--- src/cpu_alu_pkg.sv ---
package cpu_alu_pkg;

  localparam int unsigned OP_W    = 5;
  localparam int unsigned WORD_W  = 16;
  localparam int unsigned BYTE_W  = 8;
  localparam int unsigned BIDX_W  = 3;
  localparam int unsigned COND_W  = 3;
  localparam int unsigned FLAGS_W = 4;

  localparam int unsigned FLAG_Z = 3;
  localparam int unsigned FLAG_N = 2;
  localparam int unsigned FLAG_H = 1;
  localparam int unsigned FLAG_C = 0;

  typedef enum logic [OP_W-1:0] {
    OP_ADD   = 5'd0,
    OP_ADC   = 5'd1,
    OP_SUB   = 5'd2,
    OP_AND   = 5'd3,
    OP_XOR   = 5'd4,
    OP_OR    = 5'd5,
    OP_CP    = 5'd6,
    OP_INC   = 5'd7,
    OP_DEC   = 5'd8,
    OP_ADD16 = 5'd9,
    OP_RL    = 5'd10,
    OP_RLC   = 5'd11,
    OP_RR    = 5'd12,
    OP_RRC   = 5'd13,
    OP_SLA   = 5'd14,
    OP_SRA   = 5'd15,
    OP_SRL   = 5'd16,
    OP_SWAP  = 5'd17,
    OP_BIT   = 5'd18,
    OP_RES   = 5'd19,
    OP_SET   = 5'd20,
    OP_COND  = 5'd21
  } alu_op_t;

  typedef enum logic [COND_W-1:0] {
    CC_ALWAYS = 3'd0,
    CC_C      = 3'd1,
    CC_NC     = 3'd2,
    CC_Z      = 3'd3,
    CC_NZ     = 3'd4
  } alu_cond_t;

  typedef struct packed {
    alu_op_t             op;
    logic [WORD_W-1:0]   a_value;
    logic [WORD_W-1:0]   b_value;
    logic [BIDX_W-1:0]   bit_index;
    logic                update_zero;
    alu_cond_t           cond;
    logic [FLAGS_W-1:0]  flags_in;
  } alu_req_t;

  typedef struct packed {
    logic [WORD_W-1:0]   result;
    logic [FLAGS_W-1:0]  flags_out;
    logic                cond_met;
  } alu_rsp_t;

endpackage

--- src/cpu_alu_if.sv ---
interface cpu_alu_req_if;
  logic                                valid;
  logic                                ready;
  logic [cpu_alu_pkg::OP_W-1:0]        op;
  logic [cpu_alu_pkg::WORD_W-1:0]      a_value;
  logic [cpu_alu_pkg::WORD_W-1:0]      b_value;
  logic [cpu_alu_pkg::BIDX_W-1:0]      bit_index;
  logic                                update_zero;
  logic [cpu_alu_pkg::COND_W-1:0]      cond;
  logic [cpu_alu_pkg::FLAGS_W-1:0]     flags_in;

  modport source (output valid, op, a_value, b_value, bit_index, update_zero, cond,
                  flags_in, input ready);
  modport sink (input valid, op, a_value, b_value, bit_index, update_zero, cond,
                flags_in, output ready);
endinterface

interface cpu_alu_rsp_if;
  logic                                valid;
  logic                                ready;
  logic [cpu_alu_pkg::WORD_W-1:0]      result;
  logic [cpu_alu_pkg::FLAGS_W-1:0]     flags_out;
  logic                                cond_met;

  modport source (output valid, result, flags_out, cond_met, input ready);
  modport sink (input valid, result, flags_out, cond_met, output ready);
endinterface

--- src/cpu_alu_core.sv ---
module cpu_alu_core (
  input  cpu_alu_pkg::alu_req_t req,
  output cpu_alu_pkg::alu_rsp_t rsp
);

  logic [cpu_alu_pkg::BYTE_W-1:0]  a;
  logic [cpu_alu_pkg::BYTE_W-1:0]  b;
  logic                            cin;
  logic                            cadd;
  logic [cpu_alu_pkg::BYTE_W:0]    sum9;
  logic [4:0]                      hsum;
  logic [cpu_alu_pkg::BYTE_W:0]    dif9;
  logic [cpu_alu_pkg::WORD_W:0]    sum17;
  logic [12:0]                     hsum16;
  logic [cpu_alu_pkg::BYTE_W-1:0]  mask;
  logic [cpu_alu_pkg::BYTE_W-1:0]  r8;
  logic [cpu_alu_pkg::WORD_W-1:0]  res;
  logic [cpu_alu_pkg::FLAGS_W-1:0] f;
  logic                            met;

  assign a    = req.a_value[cpu_alu_pkg::BYTE_W-1:0];
  assign b    = req.b_value[cpu_alu_pkg::BYTE_W-1:0];
  assign cin  = req.flags_in[cpu_alu_pkg::FLAG_C];
  assign cadd = (req.op == cpu_alu_pkg::OP_ADC) ? cin : 1'b0;

  assign sum9   = {1'b0, a} + {1'b0, b} + {8'd0, cadd};
  assign hsum   = {1'b0, a[3:0]} + {1'b0, b[3:0]} + {4'd0, cadd};
  assign dif9   = {1'b0, a} - {1'b0, b};
  assign sum17  = {1'b0, req.a_value} + {1'b0, req.b_value};
  assign hsum16 = {1'b0, req.a_value[11:0]} + {1'b0, req.b_value[11:0]};
  assign mask   = 8'd1 << req.bit_index;

  always_comb begin
    case (req.cond)
      cpu_alu_pkg::CC_ALWAYS: met = 1'b1;
      cpu_alu_pkg::CC_C:      met = req.flags_in[cpu_alu_pkg::FLAG_C];
      cpu_alu_pkg::CC_NC:     met = ~req.flags_in[cpu_alu_pkg::FLAG_C];
      cpu_alu_pkg::CC_Z:      met = req.flags_in[cpu_alu_pkg::FLAG_Z];
      cpu_alu_pkg::CC_NZ:     met = ~req.flags_in[cpu_alu_pkg::FLAG_Z];
      default:                met = 1'b0;
    endcase
  end

  always_comb begin
    r8  = '0;
    res = '0;
    f   = req.flags_in;
    case (req.op)
      cpu_alu_pkg::OP_ADD, cpu_alu_pkg::OP_ADC: begin
        r8 = sum9[7:0];
        f  = {r8 == 8'd0, 1'b0, hsum[4], sum9[8]};
      end
      cpu_alu_pkg::OP_SUB, cpu_alu_pkg::OP_CP: begin
        r8 = dif9[7:0];
        f  = {r8 == 8'd0, 1'b1, a[3:0] < b[3:0], dif9[8]};
      end
      cpu_alu_pkg::OP_AND: begin
        r8 = a & b;
        f  = {r8 == 8'd0, 1'b0, 1'b1, 1'b0};
      end
      cpu_alu_pkg::OP_XOR: begin
        r8 = a ^ b;
        f  = {r8 == 8'd0, 3'b000};
      end
      cpu_alu_pkg::OP_OR: begin
        r8 = a | b;
        f  = {r8 == 8'd0, 3'b000};
      end
      cpu_alu_pkg::OP_INC: begin
        r8 = a + 8'd1;
        f  = {r8 == 8'd0, 1'b0, a[3:0] == 4'hF, cin};
      end
      cpu_alu_pkg::OP_DEC: begin
        r8 = a - 8'd1;
        f  = {r8 == 8'd0, 1'b1, a[3:0] == 4'h0, cin};
      end
      cpu_alu_pkg::OP_RL: begin
        r8 = {a[6:0], cin};
        f  = {r8 == 8'd0, 2'b00, a[7]};
      end
      cpu_alu_pkg::OP_RLC: begin
        r8 = {a[6:0], a[7]};
        f  = {r8 == 8'd0, 2'b00, a[7]};
      end
      cpu_alu_pkg::OP_RR: begin
        r8 = {cin, a[7:1]};
        f  = {r8 == 8'd0, 2'b00, a[0]};
      end
      cpu_alu_pkg::OP_RRC: begin
        r8 = {a[0], a[7:1]};
        f  = {r8 == 8'd0, 2'b00, a[0]};
      end
      cpu_alu_pkg::OP_SLA: begin
        r8 = {a[6:0], 1'b0};
        f  = {r8 == 8'd0, 2'b00, a[7]};
      end
      cpu_alu_pkg::OP_SRA: begin
        r8 = {a[7], a[7:1]};
        f  = {r8 == 8'd0, 2'b00, a[0]};
      end
      cpu_alu_pkg::OP_SRL: begin
        r8 = {1'b0, a[7:1]};
        f  = {r8 == 8'd0, 2'b00, a[0]};
      end
      cpu_alu_pkg::OP_SWAP: begin
        r8 = {a[3:0], a[7:4]};
        f  = {r8 == 8'd0, 3'b000};
      end
      cpu_alu_pkg::OP_RES: r8 = a & ~mask;
      cpu_alu_pkg::OP_SET: r8 = a | mask;
      default: r8 = '0;
    endcase

    case (req.op)
      cpu_alu_pkg::OP_CP, cpu_alu_pkg::OP_BIT: res = req.a_value;
      cpu_alu_pkg::OP_ADD16: res = sum17[cpu_alu_pkg::WORD_W-1:0];
      default: res = {{(cpu_alu_pkg::WORD_W-cpu_alu_pkg::BYTE_W){1'b0}}, r8};
    endcase

    case (req.op)
      cpu_alu_pkg::OP_ADD16: begin
        f = {req.update_zero ? (sum17[cpu_alu_pkg::WORD_W-1:0] == '0)
                             : req.flags_in[cpu_alu_pkg::FLAG_Z],
             1'b0, hsum16[12], sum17[cpu_alu_pkg::WORD_W]};
      end
      cpu_alu_pkg::OP_BIT: f = {~a[req.bit_index], 1'b0, 1'b1, cin};
      default: ;
    endcase
  end

  assign rsp.result    = res;
  assign rsp.flags_out = f;
  assign rsp.cond_met  = met;

endmodule

--- src/cpu_alu_with_flags.sv ---
// SM83-style 8/16-bit ALU with flags. One transaction in carries an operation, two
// operands, a bit index, a condition code and the incoming Z/N/H/C flags; one
// transaction out carries the value, the new flags and whether the condition holds
// on the incoming flags. The block takes one transaction per cycle unless out_item.ready
// holds it back, and returns each result through one input register, a single pass of
// shallow add, shift and select logic, and one result register. The result register
// lets a new transaction enter while a finished one waits on out_item.ready.
module cpu_alu_with_flags (
  input  logic                 clk,
  input  logic                 rst_n,
  cpu_alu_req_if.sink          in_item,
  cpu_alu_rsp_if.source        out_item
);

  cpu_alu_pkg::alu_req_t s1_req_r;
  cpu_alu_pkg::alu_req_t s1_req_nxt;
  logic                  s1_valid_r;
  cpu_alu_pkg::alu_rsp_t s2_rsp_r;
  logic                  s2_valid_r;
  cpu_alu_pkg::alu_rsp_t core_rsp;
  logic                  s2_load;
  logic                  s1_load;

  assign s2_load = ~s2_valid_r | out_item.ready;
  assign s1_load = ~s1_valid_r | s2_load;
  assign in_item.ready = s1_load;

  always_comb begin
    s1_req_nxt.op          = cpu_alu_pkg::alu_op_t'(in_item.op);
    s1_req_nxt.a_value     = in_item.a_value;
    s1_req_nxt.b_value     = in_item.b_value;
    s1_req_nxt.bit_index   = in_item.bit_index;
    s1_req_nxt.update_zero = in_item.update_zero;
    s1_req_nxt.cond        = cpu_alu_pkg::alu_cond_t'(in_item.cond);
    s1_req_nxt.flags_in    = in_item.flags_in;
  end

  cpu_alu_core u_core (
    .req (s1_req_r),
    .rsp (core_rsp)
  );

  always_ff @(posedge clk) begin
    if (!rst_n) begin
      s1_valid_r <= 1'b0;
      s2_valid_r <= 1'b0;
    end else begin
      if (s1_load) begin
        s1_valid_r <= in_item.valid;
      end
      if (s2_load) begin
        s2_valid_r <= s1_valid_r;
      end
    end
  end

  always_ff @(posedge clk) begin
    if (s1_load && in_item.valid) begin
      s1_req_r <= s1_req_nxt;
    end
    if (s2_load && s1_valid_r) begin
      s2_rsp_r <= core_rsp;
    end
  end

  assign out_item.valid     = s2_valid_r;
  assign out_item.result    = s2_rsp_r.result;
  assign out_item.flags_out = s2_rsp_r.flags_out;
  assign out_item.cond_met  = s2_rsp_r.cond_met;

endmodule
--- src/flat_wrapper.sv ---
// flat-port wrapper written by rule: the top's interface ports become plain ports
module cpu_alu_with_flags_flat 
  (clk, rst_n, in_item_valid, in_item_op, in_item_a_value, in_item_b_value, in_item_bit_index, in_item_update_zero, in_item_cond, in_item_flags_in, in_item_ready, out_item_valid, out_item_result, out_item_flags_out, out_item_cond_met, out_item_ready);
  cpu_alu_req_if in_item_i ();
  cpu_alu_rsp_if out_item_i ();
  input  logic clk;
  input  logic rst_n;
  input wire logic [$bits(in_item_i.valid)-1:0] in_item_valid;
  input wire logic [$bits(in_item_i.op)-1:0] in_item_op;
  input wire logic [$bits(in_item_i.a_value)-1:0] in_item_a_value;
  input wire logic [$bits(in_item_i.b_value)-1:0] in_item_b_value;
  input wire logic [$bits(in_item_i.bit_index)-1:0] in_item_bit_index;
  input wire logic [$bits(in_item_i.update_zero)-1:0] in_item_update_zero;
  input wire logic [$bits(in_item_i.cond)-1:0] in_item_cond;
  input wire logic [$bits(in_item_i.flags_in)-1:0] in_item_flags_in;
  output wire logic [$bits(in_item_i.ready)-1:0] in_item_ready;
  output wire logic [$bits(out_item_i.valid)-1:0] out_item_valid;
  output wire logic [$bits(out_item_i.result)-1:0] out_item_result;
  output wire logic [$bits(out_item_i.flags_out)-1:0] out_item_flags_out;
  output wire logic [$bits(out_item_i.cond_met)-1:0] out_item_cond_met;
  input wire logic [$bits(out_item_i.ready)-1:0] out_item_ready;
  assign in_item_i.valid = in_item_valid;
  assign in_item_i.op = in_item_op;
  assign in_item_i.a_value = in_item_a_value;
  assign in_item_i.b_value = in_item_b_value;
  assign in_item_i.bit_index = in_item_bit_index;
  assign in_item_i.update_zero = in_item_update_zero;
  assign in_item_i.cond = in_item_cond;
  assign in_item_i.flags_in = in_item_flags_in;
  assign in_item_ready = in_item_i.ready;
  assign out_item_valid = out_item_i.valid;
  assign out_item_result = out_item_i.result;
  assign out_item_flags_out = out_item_i.flags_out;
  assign out_item_cond_met = out_item_i.cond_met;
  assign out_item_i.ready = out_item_ready;
  cpu_alu_with_flags u_core (.clk(clk), .rst_n(rst_n), .in_item(in_item_i), .out_item(out_item_i));
endmodule
--- config.mk ---
export PLATFORM = sky130hd
export DESIGN_NAME = cpu_alu_with_flags_flat
export DESIGN_NICKNAME = d
export VERILOG_FILES = /design/src/cpu_alu_pkg.sv /design/src/cpu_alu_if.sv /design/src/cpu_alu_core.sv /design/src/cpu_alu_with_flags.sv /design/src/flat_wrapper.sv
export SDC_FILE = /design/constraint.sdc
export NUM_CORES = 1
export LEC_CHECK = 0
export BUFFER_PORTS_ARGS = -buffer_cell sky130_fd_sc_hd__buf_2
export CORE_ASPECT_RATIO = 1.25
export CORE_UTILIZATION = 45
export DETAILED_ROUTE_END_ITERATION = 10
export GPL_ROUTABILITY_DRIVEN = 0
export PLACE_DENSITY_LB_ADDON = 0.15
export SYNTH_ARGS = -nofsm -noshare
export SYNTH_HDL_FRONTEND = slang
export SYNTH_SLANG_ARGS = --single-unit
--- constraint.sdc ---
create_clock -name clk -period 8.1 [get_ports clk]
set_input_delay 0 -clock clk [delete_from_list [all_inputs] [get_ports clk]]
set_output_delay 0 -clock clk [all_outputs]
set_load 0.02 [all_outputs]
Word-level counts from Yosys, hierarchy flattened
Cells that the tools add are included.

Word-level logic and storage cells: 95. Flip-flop bits (word level): 71. Output and inout port bits: 23.

$add $sub $neg: 9. Mux-type cells: 9. Shift-type cells: 1. Bitwise gates (word level): 13. $lt $le $gt $ge: 2. Equal/unequal tests: 25. Reduce and logical (&&, ||, !) cells: 24.

Operator list (count): $pmux 8 s17 (1); $logic_not 8->1 (13); $pmux 4 s15 (1); $eq 5x4->1 const B (8); $pmux 16 s2 (1); $eq 5x5->1 const B (5); $eq 5x3->1 const B (4); $add 16x16->17 (1); $and 8x8->8 (2); $logic_not 16->1 (1); $or 8x8->8 (2); $logic_not 7->1 (2); $add 12x12->13 (1); $eq 5x2->1 const B (2); $add 8x8->9 (1); $add 9x1->9 (1); $sub 8x8->9 (1); $add 8x1->8 const B (1); $not 8->8 (1); $pmux 4 s2 (1); $shl 1x3->8 const A (1); $sub 8x1->8 const B (1); $xor 8x8->8 (1); $eq 3x2->1 const B (2); 18 further kinds (28).

Logic depth before layout (Yosys ltp)
Depth in word-level cells: 6. Depth in mapped cells: 16.

Modules after synthesis
From an unflattened synthesis, not the netlist that was laid out.

Cells, all modules: 608. Area, all modules: 5816.8 µm².

Modules (own cells, without submodules): cpu_alu_core (cells each 530, instances 1, area each 3641.0 µm²); cpu_alu_with_flags (cells each 78, instances 1, area each 2175.8 µm²).

Worst setup path after synthesis
OpenSTA, ideal clock, no wires.

Kind: register to register. Start point: reg u_core.s1_req_r[45] in the netlist's numbering. End point: reg u_core.s2_rsp_r (netlist bit u_core.out_item.result[4]) (data pin). Required time: 7827 ps. Path buffers: 2. Setup slack: 4720 ps. Cell stages (with the launch flop): 15. Arrival: 3107 ps. Clock period less this slack: 3380 ps. Cell sequence: edfxtp_1 clkbuf_1 or2_2 buf_2 nor3_2 nand3_1 fa_1 inv_1 fa_1 a21o_2 a21oi_1 a221oi_1 nor2_1 a2111oi_0 o221ai_1.

RTL lines: start: declaration (RTL line cpu_alu_with_flags.sv:15) `cpu_alu_pkg::alu_req_t s1_req_r;`; start signal: assignment (RTL line cpu_alu_with_flags.sv:59) `s1_req_r <= s1_req_nxt;`; end signal: assignment (RTL line cpu_alu_with_flags.sv:62) `s2_rsp_r <= core_rsp;`; end: declaration (RTL line cpu_alu_with_flags.sv:18) `cpu_alu_pkg::alu_rsp_t s2_rsp_r;`.

==> impl_metrics.py <==
metrics = {
    "layout": {
        "fin_area_um2": 6830,
        "final_common_cell": "buf_2",
        "nNetsFinal": 777,
        "antenna_cells": 0,
        "layout_common_cells": "buf_2, edfxtp_1, dlygate4sd3_1",
        "layout-drive-gt1-share_pct": 16.3,
        "area_growth_pct": 23.3,
    },
    "timing": {
        "fmax_mhz": 237,
        "rsz0062_at_grt": "no",
        "maxSlewHeadroom_pct": 24.8,
        "slew_viol_final": 0,
        "tns_ns": 0,
        "finalHoldViolations": 0,
        "period_share_pct": 52.1,
        "fin_ws_ns": 3.88,
        "final-setup-viol-count": 0,
        "worstMarginPinSlew_ns": 1.13,
        "fin_worst_skew_ns": 0.00792,
        "finalCriticalPeriod_ns": 4.22,
    },
    "logic_synthesis": {
        "synth_edf_count": 69,
        "syn_nets": 673,
        "syn_area_per_cell_um2": 9.55,
        "ys_types": 76,
        "ys.flop_type": "edfxtp_1",
        "synthesis.area_um2": 5540,
        "synthCells": 580,
        "ys_ff_latch": 71,
        "seq_area_frac_synth_pct": 38.1,
        "synth_async_sr_flop_share_pct": 0,
        "ys_warn_count": 0,
    },
    "floorplan": {
        "dieArea_um2": 12800,
        "start_util_pct": 47.0,
        "rows": 44,
        "die_h_um": 126,
        "die_width_um": 101,
        "io_pins": 75,
        "core_area_um2": 11800,
    },
    "worst_setup_path": {
        "cp_max_fo": 20,
        "worstSetupStartpointType": "flop",
        "critPathKind": "reg2reg",
        "required_ns": 8.20,
        "endpoint_kind": "flop",
        "arrival_ns": 4.32,
    },
    "clocking": {
        "cts.repair.resized": 0,
        "numClockSinks": 71,
        "htree_levels": 3,
        "cts-root-buf": "clkbuf_16",
        "clkLatencyLatePin_ns": 0.35,
        "cts_made_buffers": 9,
        "clk_pin_slew_worst_paths_ns": 0.06,
        "clock_path_buffers": 2,
        "cts_tree": "done",
    },
    "power": {
        "seq_power_share_pct": 40.0,
        "combPwrFrac_pct": 22.8,
        "vdd_drop_max_v": 0.000129,
        "power.density_nw_per_um2": 169,
        "internal_power_uw": 815,
        "switchingPower_uw": 339,
        "power.share.switching_pct": 29.3,
        "power_frac_clock_pct": 37.2,
        "power_uw": 1150,
        "leakagePower_uw": 0.00267,
    },
    "run": {
        "max-cap-violations": 0,
    },
    "route": {
        "first_pass_iters": 5,
        "route.detailed.drc": 0,
        "viasPerCell": 6.34,
        "wire_per_inst_um": 20.6,
        "initialDrtViolationCount": 544,
        "vias": 5392,
        "wirelength_um": 17500,
        "ant_nets": 0,
    },
    "global_route": {
        "grt_pass1_wl_um": 27500,
        "groute.usage.overall_pct": 28.6,
        "grt_pass1_vias": 5216,
        "grt_max_degree": 49,
        "antenna_found_initial": 0,
        "grt-ovfl-total": 0,
    },
    "run_status": {
        "outcome": "finished clean",
    },
    "placed_design": {
        "hpwl_um": 12300,
        "io_buffers": 74,
        "place_ws_ns": 3.98,
        "placed_area_um2": 6010,
    },
    "worst_hold_path": {
        "hp-class": "in2reg",
    },
}
[power by group through the flow]
| stage | clock network [uW] | logic (uW) | registers, uW |
|---|---|---|---|
| global placement | 0 | 236 | 466 |
| CTS | 440 | 258 | 460 |
| global route | 452 | 286 | 464 |
| finish | 429 | 264 | 461 |
| floorplan | 0 | 174 | 457 |
| detailed placement | 0 | 238 | 467 |
[final cells by class]
class	count	area, um^2
fillers	1094	4950
inverters	29	109
well taps	161	201
flip-flops and latches	71	2110
repair buffers	130	916
clock inverters	6	92.6
multi-input cells	443	3170
clock buffers	10	229
[worst paths after layout]
kind | startpoint | slack [ns] | cells past startpoint | end
setup / recovery | u_core.s1_req_r[45]$_DFFE_PP_ | 3.88 | 14 | u_core.out_item.flags_out[3]$_DFFE_PP_
hold / removal | out_item_ready | 0.009 | 3 | u_core.out_item.valid$_SDFFE_PN0P_
setup reg to reg | u_core.s1_req_r[45]$_DFFE_PP_ | 3.88 | 14 | u_core.out_item.flags_out[3]$_DFFE_PP_
hold reg to reg | u_core.s1_valid_r$_SDFFE_PN0N_ | 0.53 | 1 | u_core.out_item.valid$_SDFFE_PN0P_
[worst max-delay path: stages (launching register included)]
cell and delay, ns:
edfxtp_1 0.63, or2_2 0.46, nor3_2 0.54, nand3_1 0.18
fa_1 0.44, inv_1 0.09, fa_1 0.26, a21o_2 0.16
a221oi_1 0.08, xnor2_1 0.24, o21bai_1 0.15, nor4_1 0.07
nor3_1 0.28, o21ai_0 0.16, a41o_1 0.22
[metrics by stage]
stage,hold slack (ns),utilization [%],std cells
2_1_floorplan,0.0989,-,580
3_3_place_gp,0.176,51.0,784
3_5_place_dp,0.178,51.0,784
4_1_cts,0.000961,58.0,850
5_1_grt,0.0289,58.0,850
6_report,0.00900,58.0,850
[flip-flops by register name, indices dropped and copies added, names as in the netlist]
signal,flops
u_core.s1_valid_r,1
u_core.out_item.flags_out,4
u_core.out_item.cond_met,1
u_core.out_item.valid,1
u_core.out_item.result,16
u_core.s1_req_r,48
[kinds of logic (layout without fill, tap and decap cells)]
group                      after synthesis  count (layout)  synth area share (%)
and+or+nand+nor                        186             186                  17.8
AOI/OAI and AO/OA                      178             178                  22.9
DFF                                     71              71                  38.1
buffers and inverters                   66             175                  4.70
adders and majority gates               41              41                  9.81
xor gates and xnor gates                31              31                  4.90
muxes                                    7               7                  1.74
[metal layers]
layer / part of all wire, % / vias to the layer above / track usage (%)
met5: 0 / - / 0
met1: 39 / 2519 / 34.8
li1: - / 2440 / -
met2: 46 / 346 / 45.1
met4: 6.8 / 0 / 19.9
met3: 7.9 / 87 / 5.44
[cells in the mapped netlist (6+ instances only)]
library cell  instances  area (um^2)
ha_1                 37          463
nand3_1              13         65.1
a22oi_1              14          105
nor2b_1              14         87.6
nand2b_1              6         37.5
a22o_1                7         61.3
o22ai_1              14         87.6
and3_1                9         56.3
edfxtp_1             69         2070
xor2_1                8         70.1
clkbuf_1             30          113
nor3b_1               8         60.1
nor2_1               39          146
nor3_1               15         75.1
inv_1                28          105
o21ai_0              29          145
nor4_1               10         62.6
a221oi_1             13          114
a21oi_1              31          155
xnor2_1              23          201
nand2_1              36          135
[what timing repair did]
action,4_1_cts,5_1_grt
hold buffers,50,0
endpoints found under the setup margin,0,0
endpoints found under the hold margin,50,0
buffers inserted,0,0
No activity file was read; power rests on OpenSTA's default activity.
